File: src/sprite_sheet_frame_sequencer_top_macros.svh
// assertion helpers shared by the rtl
`ifndef SPRITE_SHEET_FRAME_SEQUENCER_TOP_MACROS_SVH
`define SPRITE_SHEET_FRAME_SEQUENCER_TOP_MACROS_SVH

// same-cycle implication
`define SSSF_ASSERT_IMP(label, clk, rst_n, ante, cons) \
    label: assert property (@(posedge clk) disable iff (!(rst_n)) (ante) |-> (cons)) \
        else $error("sssf check failed");

// next-cycle implication
`define SSSF_ASSERT_NXT(label, clk, rst_n, ante, cons) \
    label: assert property (@(posedge clk) disable iff (!(rst_n)) (ante) |=> (cons)) \
        else $error("sssf check failed");

`endif

File: src/sssf_pkg.sv
`timescale 1ns / 1ps
package sssf_pkg;

    localparam int TIME_W       = 32;
    localparam int FRAME_W      = 12;
    localparam int GRID_W       = 7;
    localparam int OP_W         = 3;
    localparam int MAX_FRAMES   = 4096;
    localparam int UV_FRAC_BITS = 16;
    localparam int UV_W         = UV_FRAC_BITS + 1;
    localparam int CFG_IDX_W    = 3;
    localparam int CFG_DATA_W   = 32;

    // command codes
    localparam logic [OP_W-1:0] OP_TICK   = 3'd0;
    localparam logic [OP_W-1:0] OP_RESUME = 3'd1;
    localparam logic [OP_W-1:0] OP_PLAY   = 3'd2;
    localparam logic [OP_W-1:0] OP_PAUSE  = 3'd3;
    localparam logic [OP_W-1:0] OP_STOP   = 3'd4;

    // register indexes
    localparam logic [CFG_IDX_W-1:0] REG_GRID_ROWS    = 3'd0;
    localparam logic [CFG_IDX_W-1:0] REG_GRID_COLS    = 3'd1;
    localparam logic [CFG_IDX_W-1:0] REG_FIRST_FRAME  = 3'd2;
    localparam logic [CFG_IDX_W-1:0] REG_LAST_FRAME   = 3'd3;
    localparam logic [CFG_IDX_W-1:0] REG_FRAME_PERIOD = 3'd4;
    localparam logic [CFG_IDX_W-1:0] REG_LOOP_ENABLE  = 3'd5;

    typedef struct packed {
        logic [OP_W-1:0]   opcode;
        logic [TIME_W-1:0] elapsed;
    } sssf_in_t;

    typedef struct packed {
        logic [FRAME_W-1:0] frame_index;
        logic [UV_W-1:0]    u_left;
        logic [UV_W-1:0]    u_right;
        logic [UV_W-1:0]    v_low;
        logic [UV_W-1:0]    v_high;
        logic               is_playing;
        logic               frame_changed;
    } sssf_out_t;

endpackage

File: src/sssf_divider.sv
`timescale 1ns / 1ps
module sssf_divider #(
    parameter int QUOT_W = 12,
    parameter int DIV_W  = 7
) (
    input  logic              aclk,
    input  logic              aresetn,
    input  logic              start,
    input  logic [DIV_W-1:0]  rem_init,
    input  logic [QUOT_W-1:0] dividend,
    input  logic [DIV_W-1:0]  divisor,
    output logic              done,
    output logic [QUOT_W-1:0] quotient,
    output logic [DIV_W-1:0]  remainder
);

    localparam int CNT_W = $clog2(QUOT_W + 1);

    logic [QUOT_W-1:0] quot_reg, quot_next;
    logic [DIV_W-1:0]  rem_reg, rem_next;
    logic [DIV_W-1:0]  divisor_reg, divisor_next;
    logic [CNT_W-1:0]  cnt_reg, cnt_next;
    logic              busy_reg, busy_next;
    logic              done_reg, done_next;

    logic [DIV_W:0] trial;
    logic [DIV_W:0] diff;
    logic           ge;

    // one quotient bit per cycle, dividend shifted in msb first
    assign trial = {rem_reg, quot_reg[QUOT_W-1]};
    assign diff  = trial - {1'b0, divisor_reg};
    assign ge    = (trial >= {1'b0, divisor_reg});

    always_comb begin
        quot_next    = quot_reg;
        rem_next     = rem_reg;
        divisor_next = divisor_reg;
        cnt_next     = cnt_reg;
        busy_next    = busy_reg;
        done_next    = 1'b0;
        if (start && !busy_reg) begin
            quot_next    = dividend;
            rem_next     = rem_init;
            divisor_next = divisor;
            cnt_next     = CNT_W'(QUOT_W);
            busy_next    = 1'b1;
        end else if (busy_reg) begin
            rem_next  = ge ? diff[DIV_W-1:0] : trial[DIV_W-1:0];
            quot_next = {quot_reg[QUOT_W-2:0], ge};
            cnt_next  = cnt_reg - 1'b1;
            if (cnt_reg == CNT_W'(1)) begin
                busy_next = 1'b0;
                done_next = 1'b1;
            end
        end
    end

    always_ff @(posedge aclk) begin
        if (!aresetn) begin
            busy_reg <= 1'b0;
            done_reg <= 1'b0;
            cnt_reg  <= '0;
        end else begin
            busy_reg <= busy_next;
            done_reg <= done_next;
            cnt_reg  <= cnt_next;
        end
        quot_reg    <= quot_next;
        rem_reg     <= rem_next;
        divisor_reg <= divisor_next;
    end

    assign done      = done_reg;
    assign quotient  = quot_reg;
    assign remainder = rem_reg;

endmodule

File: src/sprite_sheet_frame_sequencer_top.sv
`timescale 1ns / 1ps
// a transaction passes sum, compare, column, row, uv and out; a new one is taken only in idle
// and out waits for a free result register. three bit-serial restoring divisions run one after another:
// frame / cols (12 steps), quotient mod rows (12 steps), four texture edge lanes (17 steps)
// plus a done step per division, the accumulate and compare steps, and a step to load the result
// reset (aresetn low, synchronous): frame 0, time sum 0, not playing, registers to defaults
module sprite_sheet_frame_sequencer_top
    import sssf_pkg::*;
(
    input  logic                  aclk,
    input  logic                  aresetn,
    // command transactions
    input  logic                  s_valid,
    output logic                  s_ready,
    input  sssf_in_t              s_data,
    // result transactions
    output logic                  m_valid,
    input  logic                  m_ready,
    output sssf_out_t             m_data,
    // register writes
    input  logic                  cfg_valid,
    output logic                  cfg_ready,
    input  logic [CFG_IDX_W-1:0]  cfg_index,
    input  logic [CFG_DATA_W-1:0] cfg_data
);

`include "sprite_sheet_frame_sequencer_top_macros.svh"

    localparam int NUM_LANES = 4;

    // sequencer states, one-hot
    typedef enum logic [6:0] {
        S_IDLE = 7'b0000001,
        S_SUM  = 7'b0000010,
        S_CMP  = 7'b0000100,
        S_COL  = 7'b0001000,
        S_ROW  = 7'b0010000,
        S_UV   = 7'b0100000,
        S_OUT  = 7'b1000000
    } state_t;

    state_t state_reg, state_next;

    // configuration registers
    logic [GRID_W-1:0]  grid_rows_reg, grid_rows_next;
    logic [GRID_W-1:0]  grid_cols_reg, grid_cols_next;
    logic [FRAME_W-1:0] first_frame_reg, first_frame_next;
    logic [FRAME_W-1:0] last_frame_reg, last_frame_next;
    logic [TIME_W-1:0]  period_reg, period_next;
    logic               loop_reg, loop_next;

    // animation state
    logic [FRAME_W-1:0] frame_now_reg, frame_now_next;
    logic [TIME_W-1:0]  time_sum_reg, time_sum_next;
    logic               running_reg, running_next;

    // per-transaction working registers
    logic [OP_W-1:0]    op_reg, op_next;
    logic [TIME_W-1:0]  el_reg, el_next;
    logic [TIME_W-1:0]  sum_reg, sum_next;
    logic               load_reg, load_next;
    logic               changed_reg, changed_next;
    logic [GRID_W-1:0]  col_reg, col_next;

    // result register
    logic               m_valid_reg, m_valid_next;
    sssf_out_t          m_data_reg, m_data_next;

    // datapath helpers
    logic [GRID_W-1:0]   rows_eff, cols_eff;
    logic [TIME_W:0]     sum_wide;
    logic [TIME_W:0]     diff_wide;
    logic                reached;
    logic [FRAME_W:0]    frame_inc;
    logic                past_end;
    logic [FRAME_W-1:0]  load_val;
    logic                load_now;
    logic [FRAME_W-1:0]  split_src;
    logic [2*GRID_W-1:0] reduced;

    // frame split divider, shared between the column and row steps
    logic                split_start;
    logic [FRAME_W-1:0]  split_dividend;
    logic [GRID_W-1:0]   split_divisor;
    logic                split_done;
    logic [FRAME_W-1:0]  split_quot;
    logic [GRID_W-1:0]   split_rem;

    // texture edge lanes: u_left, u_right, v_low, v_high
    logic                lane_start;
    logic [GRID_W:0]     lane_x [NUM_LANES];
    logic [GRID_W-1:0]   lane_d [NUM_LANES];
    logic [UV_W-1:0]     lane_q [NUM_LANES];
    logic [NUM_LANES-1:0] lane_done;

    // a zero grid dimension counts as one
    assign rows_eff = (grid_rows_reg == '0) ? GRID_W'(1) : grid_rows_reg;
    assign cols_eff = (grid_cols_reg == '0) ? GRID_W'(1) : grid_cols_reg;

    // saturating accumulate of elapsed time
    assign sum_wide  = {1'b0, time_sum_reg} + {1'b0, el_reg};
    // borrow clear means the accumulator reached the period
    assign diff_wide = {1'b0, sum_reg} - {1'b0, period_reg};
    assign reached   = !diff_wide[TIME_W];

    assign frame_inc = {1'b0, frame_now_reg} + 1'b1;
    assign past_end  = (frame_inc > {1'b0, last_frame_reg});

    // row * cols + col is the frame reduced modulo the cell count
    assign reduced = split_rem * cols_eff + {{GRID_W{1'b0}}, col_reg};

    // column step divides the frame by cols, row step takes that quotient mod rows
    assign split_start    = (state_reg == S_CMP) || ((state_reg == S_COL) && split_done);
    assign split_dividend = (state_reg == S_CMP) ? split_src : split_quot;
    assign split_divisor  = (state_reg == S_CMP) ? cols_eff : rows_eff;

    sssf_divider #(
        .QUOT_W (FRAME_W),
        .DIV_W  (GRID_W)
    ) u_split_div (
        .aclk      (aclk),
        .aresetn   (aresetn),
        .start     (split_start),
        .rem_init  ('0),
        .dividend  (split_dividend),
        .divisor   (split_divisor),
        .done      (split_done),
        .quotient  (split_quot),
        .remainder (split_rem)
    );

    // each lane computes x * 2^frac / d with x <= d; the remainder starts
    // with x >> 1, which is always below d, and x[0] plus zeros are shifted in
    assign lane_start = (state_reg == S_ROW) && split_done;
    assign lane_x[0]  = {1'b0, col_reg};
    assign lane_x[1]  = {1'b0, col_reg} + 1'b1;
    assign lane_x[2]  = {1'b0, split_rem};
    assign lane_x[3]  = {1'b0, split_rem} + 1'b1;
    assign lane_d[0]  = cols_eff;
    assign lane_d[1]  = cols_eff;
    assign lane_d[2]  = rows_eff;
    assign lane_d[3]  = rows_eff;

    for (genvar i = 0; i < NUM_LANES; i++) begin : g_lane
        sssf_divider #(
            .QUOT_W (UV_W),
            .DIV_W  (GRID_W)
        ) u_uv_div (
            .aclk      (aclk),
            .aresetn   (aresetn),
            .start     (lane_start),
            .rem_init  (lane_x[i][GRID_W:1]),
            .dividend  ({lane_x[i][0], {UV_FRAC_BITS{1'b0}}}),
            .divisor   (lane_d[i]),
            .done      (lane_done[i]),
            .quotient  (lane_q[i]),
            .remainder ()
        );
    end

    // register writes are always taken
    assign cfg_ready = 1'b1;

    always_comb begin
        grid_rows_next   = grid_rows_reg;
        grid_cols_next   = grid_cols_reg;
        first_frame_next = first_frame_reg;
        last_frame_next  = last_frame_reg;
        period_next      = period_reg;
        loop_next        = loop_reg;
        if (cfg_valid) begin
            case (cfg_index)
                REG_GRID_ROWS:    grid_rows_next   = cfg_data[GRID_W-1:0];
                REG_GRID_COLS:    grid_cols_next   = cfg_data[GRID_W-1:0];
                REG_FIRST_FRAME:  first_frame_next = cfg_data[FRAME_W-1:0];
                REG_LAST_FRAME:   last_frame_next  = cfg_data[FRAME_W-1:0];
                REG_FRAME_PERIOD: period_next      = cfg_data[TIME_W-1:0];
                REG_LOOP_ENABLE:  loop_next        = cfg_data[0];
                default: ;
            endcase
        end
    end

    // command decode, done in the compare cycle
    always_comb begin
        time_sum_next = time_sum_reg;
        running_next  = running_reg;
        load_now      = 1'b0;
        changed_next  = changed_reg;
        load_val      = first_frame_reg;
        if (state_reg == S_CMP) begin
            changed_next = 1'b0;
            case (op_reg)
                OP_TICK: begin
                    if (running_reg) begin
                        time_sum_next = reached ? diff_wide[TIME_W-1:0] : sum_reg;
                        if (reached) begin
                            load_now     = 1'b1;
                            changed_next = 1'b1;
                            if (!past_end) begin
                                load_val = frame_inc[FRAME_W-1:0];
                            end else if (loop_reg) begin
                                load_val = first_frame_reg;
                            end else begin
                                // hold on the last frame and stop
                                load_val     = last_frame_reg;
                                running_next = 1'b0;
                            end
                        end
                    end
                end
                OP_RESUME: begin
                    running_next = 1'b1;
                end
                OP_PLAY: begin
                    load_now     = 1'b1;
                    changed_next = 1'b1;
                    running_next = 1'b1;
                end
                OP_PAUSE: begin
                    running_next = 1'b0;
                end
                OP_STOP: begin
                    load_now     = 1'b1;
                    changed_next = 1'b1;
                    running_next = 1'b0;
                end
                default: ;
            endcase
        end
    end

    // a loaded frame is split; otherwise the held frame is split with the current grid
    assign split_src = load_now ? load_val : frame_now_reg;

    always_comb begin
        state_next     = state_reg;
        op_next        = op_reg;
        el_next        = el_reg;
        sum_next       = sum_reg;
        load_next      = load_reg;
        col_next       = col_reg;
        frame_now_next = frame_now_reg;
        m_valid_next   = m_valid_reg;
        m_data_next    = m_data_reg;

        if (m_valid_reg && m_ready) begin
            m_valid_next = 1'b0;
        end

        case (state_reg)
            S_IDLE: begin
                if (s_valid) begin
                    op_next    = s_data.opcode;
                    el_next    = s_data.elapsed;
                    state_next = S_SUM;
                end
            end
            S_SUM: begin
                sum_next   = sum_wide[TIME_W] ? {TIME_W{1'b1}} : sum_wide[TIME_W-1:0];
                state_next = S_CMP;
            end
            S_CMP: begin
                load_next  = load_now;
                state_next = S_COL;
            end
            S_COL: begin
                if (split_done) begin
                    col_next   = split_rem;
                    state_next = S_ROW;
                end
            end
            S_ROW: begin
                if (split_done) begin
                    if (load_reg) begin
                        frame_now_next = FRAME_W'(reduced % MAX_FRAMES);
                    end
                    state_next = S_UV;
                end
            end
            S_UV: begin
                if (lane_done[0]) begin
                    state_next = S_OUT;
                end
            end
            S_OUT: begin
                // wait for the result register to free up
                if (!m_valid_reg || m_ready) begin
                    m_data_next.frame_index   = frame_now_reg;
                    m_data_next.u_left        = lane_q[0];
                    m_data_next.u_right       = lane_q[1];
                    m_data_next.v_low         = lane_q[2];
                    m_data_next.v_high        = lane_q[3];
                    m_data_next.is_playing    = running_reg;
                    m_data_next.frame_changed = changed_reg;
                    m_valid_next              = 1'b1;
                    state_next                = S_IDLE;
                end
            end
            default: begin
                state_next = S_IDLE;
            end
        endcase
    end

    always_ff @(posedge aclk) begin
        if (!aresetn) begin
            state_reg       <= S_IDLE;
            grid_rows_reg   <= GRID_W'(1);
            grid_cols_reg   <= GRID_W'(1);
            first_frame_reg <= '0;
            last_frame_reg  <= '0;
            period_reg      <= TIME_W'(65536);
            loop_reg        <= 1'b1;
            frame_now_reg   <= '0;
            time_sum_reg    <= '0;
            running_reg     <= 1'b0;
            load_reg        <= 1'b0;
            changed_reg     <= 1'b0;
            m_valid_reg     <= 1'b0;
        end else begin
            state_reg       <= state_next;
            grid_rows_reg   <= grid_rows_next;
            grid_cols_reg   <= grid_cols_next;
            first_frame_reg <= first_frame_next;
            last_frame_reg  <= last_frame_next;
            period_reg      <= period_next;
            loop_reg        <= loop_next;
            frame_now_reg   <= frame_now_next;
            time_sum_reg    <= time_sum_next;
            running_reg     <= running_next;
            load_reg        <= load_next;
            changed_reg     <= changed_next;
            m_valid_reg     <= m_valid_next;
        end
        // payload, no reset needed
        op_reg     <= op_next;
        el_reg     <= el_next;
        sum_reg    <= sum_next;
        col_reg    <= col_next;
        m_data_reg <= m_data_next;
    end

    assign s_ready = (state_reg == S_IDLE);
    assign m_valid = m_valid_reg;
    assign m_data  = m_data_reg;

    // the edge lanes (u_left, u_right, v_low, v_high) start together and so must finish together
    `SSSF_ASSERT_IMP(a_lanes_in_step, aclk, aresetn, 1'b1,
        lane_done == '0 || lane_done == '1)

    // the split yields a position inside the grid
    `SSSF_ASSERT_IMP(a_cell_in_grid, aclk, aresetn, (state_reg == S_ROW) && split_done,
        split_rem < rows_eff && col_reg < cols_eff)

    // edges never pass 1.0 and the left and low edges stay below it
    `SSSF_ASSERT_IMP(a_edges_bounded, aclk, aresetn, state_reg == S_OUT,
        lane_q[0] < (UV_W'(1) << UV_FRAC_BITS) && lane_q[1] <= (UV_W'(1) << UV_FRAC_BITS)
        && lane_q[2] < (UV_W'(1) << UV_FRAC_BITS) && lane_q[3] <= (UV_W'(1) << UV_FRAC_BITS))

    // a finished transaction always returns to idle once its result is loaded
    `SSSF_ASSERT_NXT(a_out_to_idle, aclk, aresetn,
        (state_reg == S_OUT) && (!m_valid_reg || m_ready), m_valid && s_ready)

endmodule
File: config.mk
export PLATFORM = sky130hd
export DESIGN_NAME = sprite_sheet_frame_sequencer_top
export DESIGN_NICKNAME = d
export VERILOG_FILES = /design/src/sssf_pkg.sv /design/src/sssf_divider.sv /design/src/sprite_sheet_frame_sequencer_top.sv
export VERILOG_INCLUDE_DIRS = /design/src /design/src/src
export SDC_FILE = /design/constraint.sdc
export NUM_CORES = 1
export LEC_CHECK = 0
export ABC_AREA = 1
export BUFFER_PORTS_ARGS = -buffer_cell sky130_fd_sc_hd__buf_2
export CELL_PAD_IN_SITES_DETAIL_PLACEMENT = 0
export CELL_PAD_IN_SITES_GLOBAL_PLACEMENT = 1
export CORE_MARGIN = 1.5
export CORE_UTILIZATION = 50
export CTS_CLUSTER_SIZE = 10
export DETAILED_ROUTE_END_ITERATION = 8
export GPL_ROUTABILITY_DRIVEN = 0
export PLACE_DENSITY_LB_ADDON = 0.12
export SYNTH_ARGS = -nofsm -noshare
export SYNTH_HDL_FRONTEND = slang
export SYNTH_SLANG_ARGS = --single-unit
File: constraint.sdc
create_clock -name aclk -period 11.1 [get_ports aclk]
set_input_delay 1.665 -clock aclk [delete_from_list [all_inputs] [get_ports aclk]]
set_output_delay 1.665 -clock aclk [all_outputs]
set_load 0.05 [all_outputs]
Yosys cells after proc, flatten, opt, wreduce, memory -nomap -nowiden --
Index checks and enable logic that the tools add are counted.
Storage, ports and cells: output and inout port bits 85, flip-flop bits (word level) 463, input port bits 75, logic and storage cells 244
Operators by class: magnitude comparators 6, add/sub/neg operators 16, bitwise logic cells 3, reduce and logical (&&, ||, !) cells 50, multiplexer cells 79, multipliers 1, equal/unequal tests 27
Operators by type and width (number):
- $mux W17 | 8
- $mux W7 | 17
- $mux W12 | 9
- $pmux W7 S7 | 1
- $ge A8 B7 Y1 | 5
- $mux W5 | 8
- $sub A7 B7 Y7 | 5
- $add A32 B32 Y33 | 1
- $sub A32 B32 Y33 | 1
- $mux W32 | 1
- $mux W1 | 27
- $mux W6 | 4
- $reduce_and A2 Y1 | 11
- $eq A5 B1 Y1 const B | 4
- $sub A5 B1 Y5 const B | 4
- $add A7 B1 Y8 const B | 2
- $reduce_or A2 Y1 | 8
- $logic_not A7 Y1 | 2
- $add A12 B1 Y13 const B | 1
- $gt A13 B12 Y1 | 1
- $add A12 B7 Y12 | 1
- $eq A3 B2 Y1 const B | 4
- $mul A7 B7 Y12 | 1
- $reduce_bool A2 Y1 | 5
- 25 further kinds | 51

Depth between registers and ports, before layout --
Gate-level depths: netlist of the first run.
word-level depth 9, mapped depth 23, gate-level depth less buffers 23

By module --
From an unflattened synthesis of the first run, not the netlist that was laid out.
Unflattened totals: cell total of the unflattened synthesis 3385, area, all modules 27483.9 µm²
Modules (own cells, without submodules):
- sprite_sheet_frame_sequencer_top | seq. area each 7206.9 µm², cells each 2239, area an instance 17543.1 µm², times used 1
- sssf_divider at g_lane[0].u_uv_div ... | seq. area each 1071.0 µm², cells each 235, area an instance 2039.5 µm², times used 4
- sssf_divider at u_split_div | seq. area each 900.9 µm², cells each 206, area an instance 1783.0 µm², times used 1

Worst setup path before layout of the first run --
OpenSTA, ideal clock, no wires.
path type input -> register, start in m_ready, end reg m_data_reg, in the netlist m_data[0], enable pin, buffers on the path 0, setup slack 5.453 ns, data required time 10.577 ns, data arrival time 5.124 ns, setup time 0.523 ns, cell stages on the path 2, cell sequence nor2_1 -> nor2_1
On the way: longest elaborated chain between the ends 2
Ends and longest elaborated chain:
- start, declared | line sprite_sheet_frame_sequencer_top.sv:18 | input logic m_ready,
- $logic_or A1 B1 Y1 | line sprite_sheet_frame_sequencer_top.sv:288 | if (!m_valid_reg || m_ready) begin
- $reduce_and A2 Y1 (no line)
- end signal, assigned | line sprite_sheet_frame_sequencer_top.sv:341 | m_data_reg <= m_data_next;
- end, declared | line sprite_sheet_frame_sequencer_top.sv:67 | sssf_out_t m_data_reg, m_data_next;
No other way between the ends. A chain may end at the register's enable or synchronous reset.

Final worst setup path of the first run --
start reg grid_cols_reg[3], end reg frame_now_reg[9]
On the way: longest elaborated chain between the ends 4
Ends and longest elaborated chain:
- start, declared | line sprite_sheet_frame_sequencer_top.sv:46 | logic [GRID_W-1:0] grid_cols_reg, grid_cols_next;
- start signal, assigned | line sprite_sheet_frame_sequencer_top.sv:324 | grid_cols_reg <= grid_cols_next;
- $logic_not A7 Y1 | line sprite_sheet_frame_sequencer_top.sv:98 | assign cols_eff = (grid_cols_reg == '0) ? GRID_W'(1) : grid_cols_reg;
- $mux W7 (*) | line sprite_sheet_frame_sequencer_top.sv:98
- $mul A7 B7 Y12 (*) | line sprite_sheet_frame_sequencer_top.sv:110 | assign reduced = split_rem * cols_eff + {{GRID_W{1'b0}}, col_reg};
- $add A12 B7 Y12 (*) | line sprite_sheet_frame_sequencer_top.sv:110
- end signal, assigned | line sprite_sheet_frame_sequencer_top.sv:329 | frame_now_reg <= frame_now_next;
- end, declared | line sprite_sheet_frame_sequencer_top.sv:53 | logic [FRAME_W-1:0] frame_now_reg, frame_now_next;
Every way passes the cells marked *; elsewhere a longest branch is shown, timed or not.

==> results.py, run 1 <==
metrics = {
    "outcome": {
        "outcome": "complete, no violations",
    },
    "cts": {
        "post_cts_resized": 0,
        "clk_path_buf_depth": 3,
        "numCtsBuffers": 54,
        "clock_latency_ps": 620,
        "cts.clk_slew.worst_paths_ps": 60,
        "tritoncts": "built",
        "cts-root-buf": "clkbuf_16",
        "ctsHtreeMaxLevel": 2,
        "cts_setup_buffers": 0,
        "cts_sinks": 463,
        "cts-hold-fix-buffers": 0,
    },
    "power": {
        "ir_worst_vdd_mv": 0.118,
        "comb_power_share": 0.205,
        "switching_share": 0.307,
        "power_frac_clock": 0.361,
        "power_density_nw_per_um2": 163,
        "leakagePower_uw": 0.0131,
        "p_sw_uw": 1410,
        "p_seq_frac": 0.434,
        "intPower_uw": 3170,
    },
    "synth": {
        "ys_seq_elements": 463,
        "synth_cells": 3026,
        "ys.warnings.count": 0,
        "synth_area_per_cell_um2": 8.34,
        "synth.distinct_cells": 55,
        "yosysSeqAreaShare": 0.460,
        "async_flop_share": 0,
        "ys.flop_type": "edfxtp_1",
        "syn_nets": 3289,
        "netlist_area_um2": 25200,
        "synth_edf_count": 233,
    },
    "timing": {
        "skew_ps": 31.8,
        "post-route-period-util": 0.396,
        "worst-slew-pin-transition_ps": 1190,
        "timing.final.crit_period_ps": 4390,
        "setup_viol": 0,
        "setup_tns_ps": 0,
        "fmax_mhz": 228,
        "hold_violations": 0,
        "rsz0062_at_grt": "false",
        "worst_slack_ps": 6710,
        "drv_slew": 0,
        "slew-limit-headroom": 0.203,
    },
    "worst_setup_path": {
        "cp.required_ps": 11600,
        "critical_path.cell_chain": "nand2_1 -> fa_1 -> fa_1 -> inv_1 -> fa_1 -> inv_1 -> fa_1 -> inv_1 -> ha_1 -> a21oi_1 -> o21ai_0 -> a21oi_1 -> o21ai_0 -> xor2_1 -> o21ai_0 -> inv_1",
        "cp.arrival_ps": 4890,
        "path_class": "register to register",
        "endpoint_kind": "register",
        "r2r_setup_slack_ps": 6710,
        "worst-path-max-fanout": 12,
        "crit_slowest_cell": "dfxtp_1",
        "cp_slowest_stage_delay_ps": 620,
        "startpoint_type": "register",
        "worst-path-buf-inv": 4,
        "critPathTopFamily": "adder cells",
    },
    "floorplan": {
        "core_area_um2": 50000,
        "initial_core_util": 0.505,
        "die_h_um": 228,
        "io_pins": 160,
        "fp-row-count": 82,
        "dieArea_um2": 51800,
        "die-width_um": 228,
    },
    "route": {
        "route.detailed.drc": 0,
        "vias": 20000,
        "routedWlPerCell_um": 16.2,
        "drt_iter0_markers": 1459,
        "wl_um": 62600,
        "firstDrtPassIters": 6,
        "viasPerCell": 5.18,
        "drtAntennaViolNets": 0,
    },
    "worst_hold_path": {
        "hold_path.class": "register to register",
    },
    "global_route": {
        "grt.overflow.total": 0,
        "grt_pass1_vias": 19500,
        "grt_pass1_wl_um": 99800,
        "grt_util_all_layers": 0.244,
        "grt_max_degree": 72,
        "antenna_found_initial": 0,
    },
    "cells_and_area": {
        "nets": 3415,
        "utilization": 0.564,
        "seq_area_um2": 11600,
        "drive_above_1_share": 0.0864,
        "fillCellCount": 4637,
        "final_cell_mix": "nand2_1 (603), inv_1 (523), edfxtp_1 (233), o21ai_0 (232), a21oi_1 (231)",
        "layout_commonest_cell": "nand2_1",
        "multiInputGateArea_um2": 11200,
        "num_antenna_cells": 0,
        "syn_to_final_growth_pct": 11.8,
        "largest_register_ff_count": 82,
    },
    "placed_design": {
        "hpwl_um": 47400,
        "io_buffers": 158,
        "dp_worst_setup_slack_ps": 6700,
    },
    "flow_run": {
        "drv_cap": 0,
    },
}
## worst paths after layout
path | start | endpoint | cells past startpoint
worst min-delay path | g_lane[0].u_uv_div.quotient[2] | m_data[55] | 0
worst min register to register | g_lane[0].u_uv_div.quotient[2] | m_data[55] | 0
worst max-delay path | grid_cols_reg[3] | frame_now_reg[9] | 16
worst max register to register | grid_cols_reg[3] | frame_now_reg[9] | 16
## per-stage QoR
| step | std cells | total power (uW) | hold WS [ps] | cell area (um^2) |
|---|---|---|---|---|
| 3_3_place_gp | 3768 | 2950 | 444 | 26500 |
| 6_report | 3868 | 4580 | 457 | 28200 |
| 4_1_cts | 3868 | 4630 | 457 | 28200 |
| 3_5_place_dp | 3768 | 2970 | 445 | 26500 |
| 2_1_floorplan | 3026 | 2710 | 406 | 25200 |
| 5_1_grt | 3868 | 4830 | 473 | 28200 |
## synth_stat cells, types with 30 or more instances
library cell | n | area [um^2]
inv_1 | 523 | 1960
fa_1 | 37 | 741
nor3_1 | 30 | 150
a22oi_1 | 63 | 473
nor2_1 | 197 | 739
a21oi_1 | 231 | 1160
dfxtp_1 | 230 | 4600
clkbuf_1 | 62 | 233
nand3_1 | 145 | 726
xor2_1 | 63 | 552
o21ai_0 | 232 | 1160
edfxtp_1 | 233 | 7000
ha_1 | 151 | 1890
nand2_1 | 603 | 2260
## power by group through the flow
stage          Combinational, uW  Clock (uW)  Sequential (uW)
2_1_floorplan                671           0             2040
5_1_grt                     1060        1760             2000
3_5_place_dp                 941           0             2020
4_1_cts                      947        1700             1990
3_3_place_gp                 934           0             2020
6_report                     939        1650             1990
## per-layer routing
layer,vias to the layer above,part of all wire,GRT usage
li1,10200,-,-
met1,9285,0.44,0.315
met4,0,0.028,0.0827
met2,457,0.49,0.424
met5,-,0,0
met3,110,0.042,0.0288
## final cells by class
| cell class | count | area share |
|---|---|---|
| clock inverter | 6 | 0.00373 |
| sequential | 463 | 0.411 |
| multi-input combinational | 1931 | 0.398 |
| inverter | 535 | 0.0715 |
| timing repair buffer | 167 | 0.0305 |
| clock buffer | 94 | 0.0554 |
| tap | 672 | 0.0298 |
## kinds of logic (layout without fill, tap and decap cells)
logic type	count (synthesis)	after routing	synth area share
AND/OR/NAND/NOR	1042	1042	0.173
buffers and inverters	632	802	0.0967
AO/OA/AOI/OAI	617	617	0.137
flip-flops	463	463	0.460
adder cells (fa/ha/maj)	188	188	0.104
XOR/XNOR	83	83	0.0288
other	1	1	0.000149
No activity file was read; power rests on OpenSTA's default activity.
==> run 2: changes to the inputs <==
--- a/config.mk
+++ b/config.mk
@@ -6,12 +6,12 @@
 export SDC_FILE = /design/constraint.sdc
 export NUM_CORES = 1
 export LEC_CHECK = 0
-export ABC_AREA = 1
+export ABC_AREA = 0
 export BUFFER_PORTS_ARGS = -buffer_cell sky130_fd_sc_hd__buf_2
 export CELL_PAD_IN_SITES_DETAIL_PLACEMENT = 0
 export CELL_PAD_IN_SITES_GLOBAL_PLACEMENT = 1
 export CORE_MARGIN = 1.5
-export CORE_UTILIZATION = 50
+export CORE_UTILIZATION = 48
 export CTS_CLUSTER_SIZE = 10
 export DETAILED_ROUTE_END_ITERATION = 8
 export GPL_ROUTABILITY_DRIVEN = 0
==> constraint.sdc (replaced) <==
create_clock -name aclk -period 4.1 [get_ports aclk]
set_input_delay 0.615 -clock aclk [delete_from_list [all_inputs] [get_ports aclk]]
set_output_delay 0.615 -clock aclk [all_outputs]
set_load 0.05 [all_outputs]
==> results.py, run 2 <==
metrics = {
    "cells_and_area": {
        "drive_above_1_share": 0.139,
        "fillCellCount": 4536,
        "syn_to_final_growth_pct": 14.6,
        "nets": 2992,
        "final_cell_mix": "nand2_1 (443), edfxtp_1 (233), dfxtp_1 (217), a21oi_1 (191), o21ai_0 (170)",
        "largest_register_ff_count": 82,
        "fin_area_um2": 28000,
        "utilization": 0.558,
        "layout_commonest_cell": "nand2_1",
    },
    "global_route": {
        "antenna_found_initial": 1,
        "grt_max_degree": 69,
        "grt_pass1_wl_um": 95300,
        "grt_util_all_layers": 0.227,
        "grt.overflow.total": 0,
        "grt_pass1_vias": 18100,
    },
    "route": {
        "wl_um": 59900,
        "routedWlPerCell_um": 17.4,
        "firstDrtPassIters": 5,
        "vias": 18600,
        "route.detailed.drc": 0,
        "drt_iter0_markers": 1163,
        "drtAntennaViolNets": 0,
        "viasPerCell": 5.39,
    },
    "placed_design": {
        "hpwl_um": 43800,
        "place_area_um2": 26100,
        "io_buffers": 158,
    },
    "synth": {
        "syn_nets": 2837,
        "async_flop_share": 0,
        "yosys.area.top_type": "edfxtp_1",
        "yosysSeqAreaShare": 0.475,
        "synth.most_common_cell": "nand2_1",
        "ys.flop_type": "edfxtp_1",
        "netlist_area_um2": 24400,
        "synth_cells": 2574,
        "synth.distinct_cells": 78,
        "ys.warnings.count": 0,
        "synth_edf_count": 233,
        "synth.area.top_cells": "edfxtp_1 (29%), dfxtp_1 (19%), ha_1 (7.7%)",
        "synth_area_per_cell_um2": 9.49,
        "netlist.area_leader.share": 0.287,
        "ys_seq_elements": 463,
        "synth_common_cells": "nand2_1 (444), edfxtp_1 (233), dfxtp_1 (230)",
    },
    "worst_setup_path": {
        "endpoint_kind": "register",
        "path_class": "register to register",
        "critPathTopFamily": "adder cells",
        "crit_slowest_cell": "fa_1",
        "cp_slowest_stage_delay_ps": 570,
        "worst-path-buf-inv": 3,
        "worst-path-max-fanout": 8,
        "cp.arrival_ps": 4550,
        "cp.required_ps": 4600,
        "cpMostUsedCell": "fa_1",
        "startpoint_type": "register",
        "critical_path.cell_chain": "nand2_4 -> fa_1 -> fa_1 -> inv_2 -> fa_1 -> inv_2 -> fa_1 -> inv_2 -> ha_4 -> a21oi_4 -> nor2b_1 -> o21a_1 -> o31a_1 -> mux2_2 -> nand3_2",
    },
    "outcome": {
        "outcome": "complete, no violations",
    },
    "cts": {
        "cts.clk_slew.worst_paths_ps": 60,
        "ctsHtreeMaxLevel": 2,
        "tritoncts": "built",
        "numCtsBuffers": 55,
        "clock_latency_ps": 620,
        "cts-root-buf": "clkbuf_16",
        "clk_path_buf_depth": 3,
        "cts_sinks": 463,
    },
    "timing": {
        "slew-limit-headroom": 0.279,
        "drv_slew": 0,
        "setup_tns_ps": 0,
        "skew_ps": 28.3,
        "post-route-period-util": 0.988,
        "rsz0062_at_grt": "true",
        "fmax_mhz": 247,
        "worst-slew-pin-transition_ps": 1080,
        "setup_viol": 0,
        "timing.final.crit_period_ps": 4050,
        "hold_violations": 0,
    },
    "floorplan": {
        "fp-row-count": 82,
        "io_pins": 160,
        "core_area_um2": 50200,
        "die-width_um": 229,
        "dieArea_um2": 52200,
        "initial_core_util": 0.487,
        "die_h_um": 229,
    },
    "power": {
        "ir_worst_vdd_mv": 0.322,
        "power_density_nw_per_um2": 422,
        "leakagePower_uw": 0.0112,
    },
    "worst_hold_path": {
        "hold_path.class": "input pin to register",
    },
    "flow_run": {
        "drv_cap": 0,
    },
}
==> run 2: changes by cell type after synthesis, sizes merged, moves of 42 or more <==
cell    previous run  this run
nand3            145        35
o21ai            239       179
and2               0        42
clkbuf            62       105
inv              531       173
nand2            609       444
==> run 2: worst reg2reg max path: stages, from the launching register on <==
cell and delay, ps:
dfxtp_4 410, nand2_4 60, fa_1 510, fa_1 570, inv_2 40, fa_1 550, inv_2 40, fa_1 540
inv_2 50, ha_4 250, a21oi_4 150, nor2b_1 60, o21a_1 180, o31a_1 240, mux2_2 230, nand3_2 60
==> run 2: metrics by stage <==
step | setup WS, ps | power, uW | instances | hold WS [ps]
6_report | 51.1 | 11800 | 3449 | 165
5_1_grt | -114 | 12300 | 3449 | 136
4_1_cts | 10.1 | 11900 | 3445 | 132
3_5_place_dp | -140 | 7270 | 3339 | 432
3_3_place_gp | -89.6 | 7240 | 3339 | 431
2_1_floorplan | 5.79 | 6700 | 2574 | 409
==> run 2: worst paths after layout <==
path,start,end,slack [ps],cells after the start
setup / recovery,grid_cols_reg[2],frame_now_reg[11],50,15
hold / removal,s_data[33],op_reg[1],170,1
setup reg to reg,grid_cols_reg[2],frame_now_reg[11],50,15
hold reg to reg,g_lane[0].u_uv_div.quotient[9],m_data[62],440,0
==> run 2: repair_timing <==
item                       4_1_cts  5_1_grt
setup endpoints to repair        3        6
gates resized for setup         14       30
hold buffers                     0        0
buffers inserted                 2        3
pin swaps                        7       13
==> run 2: cell families (layout without fill, tap and decap cells) <==
family | after synthesis | in the layout | synth area share
compound gates | 590 | 590 | 0.146
xor+xnor | 101 | 101 | 0.0362
fa+ha+maj | 188 | 188 | 0.108
buf+inv | 302 | 504 | 0.0480
flops | 463 | 463 | 0.475
mux | 62 | 62 | 0.0269
other cells | 1 | 2 | 0.000154
simple gates | 867 | 867 | 0.160
==> run 2: report_power, final <==
group / internal (uW) / switching (uW)
sequential: 5150 / 140
clock: 2680 / 1920
combinational: 680 / 1240
==> run 2: area by class of cell <==
cell class	instances	area [um^2]	area share
multi-input cells	1809	11800	0.422
flip-flops and latches	463	11600	0.416
clock buffers	95	1580	0.0564
repair buffers	226	1330	0.0474
well taps	672	841	0.0300
inverters	174	656	0.0234
clock inverters	9	125	0.00447
diodes	1	2.50	0.0000894
==> run 2: layer usage <==
metal,up-vias,GRT usage,part of all wire
li1,9257,-,-
met1,8822,0.300,0.45
met2,394,0.379,0.47
met3,117,0.0333,0.044
met4,0,0.0799,0.031
met5,-,0,0
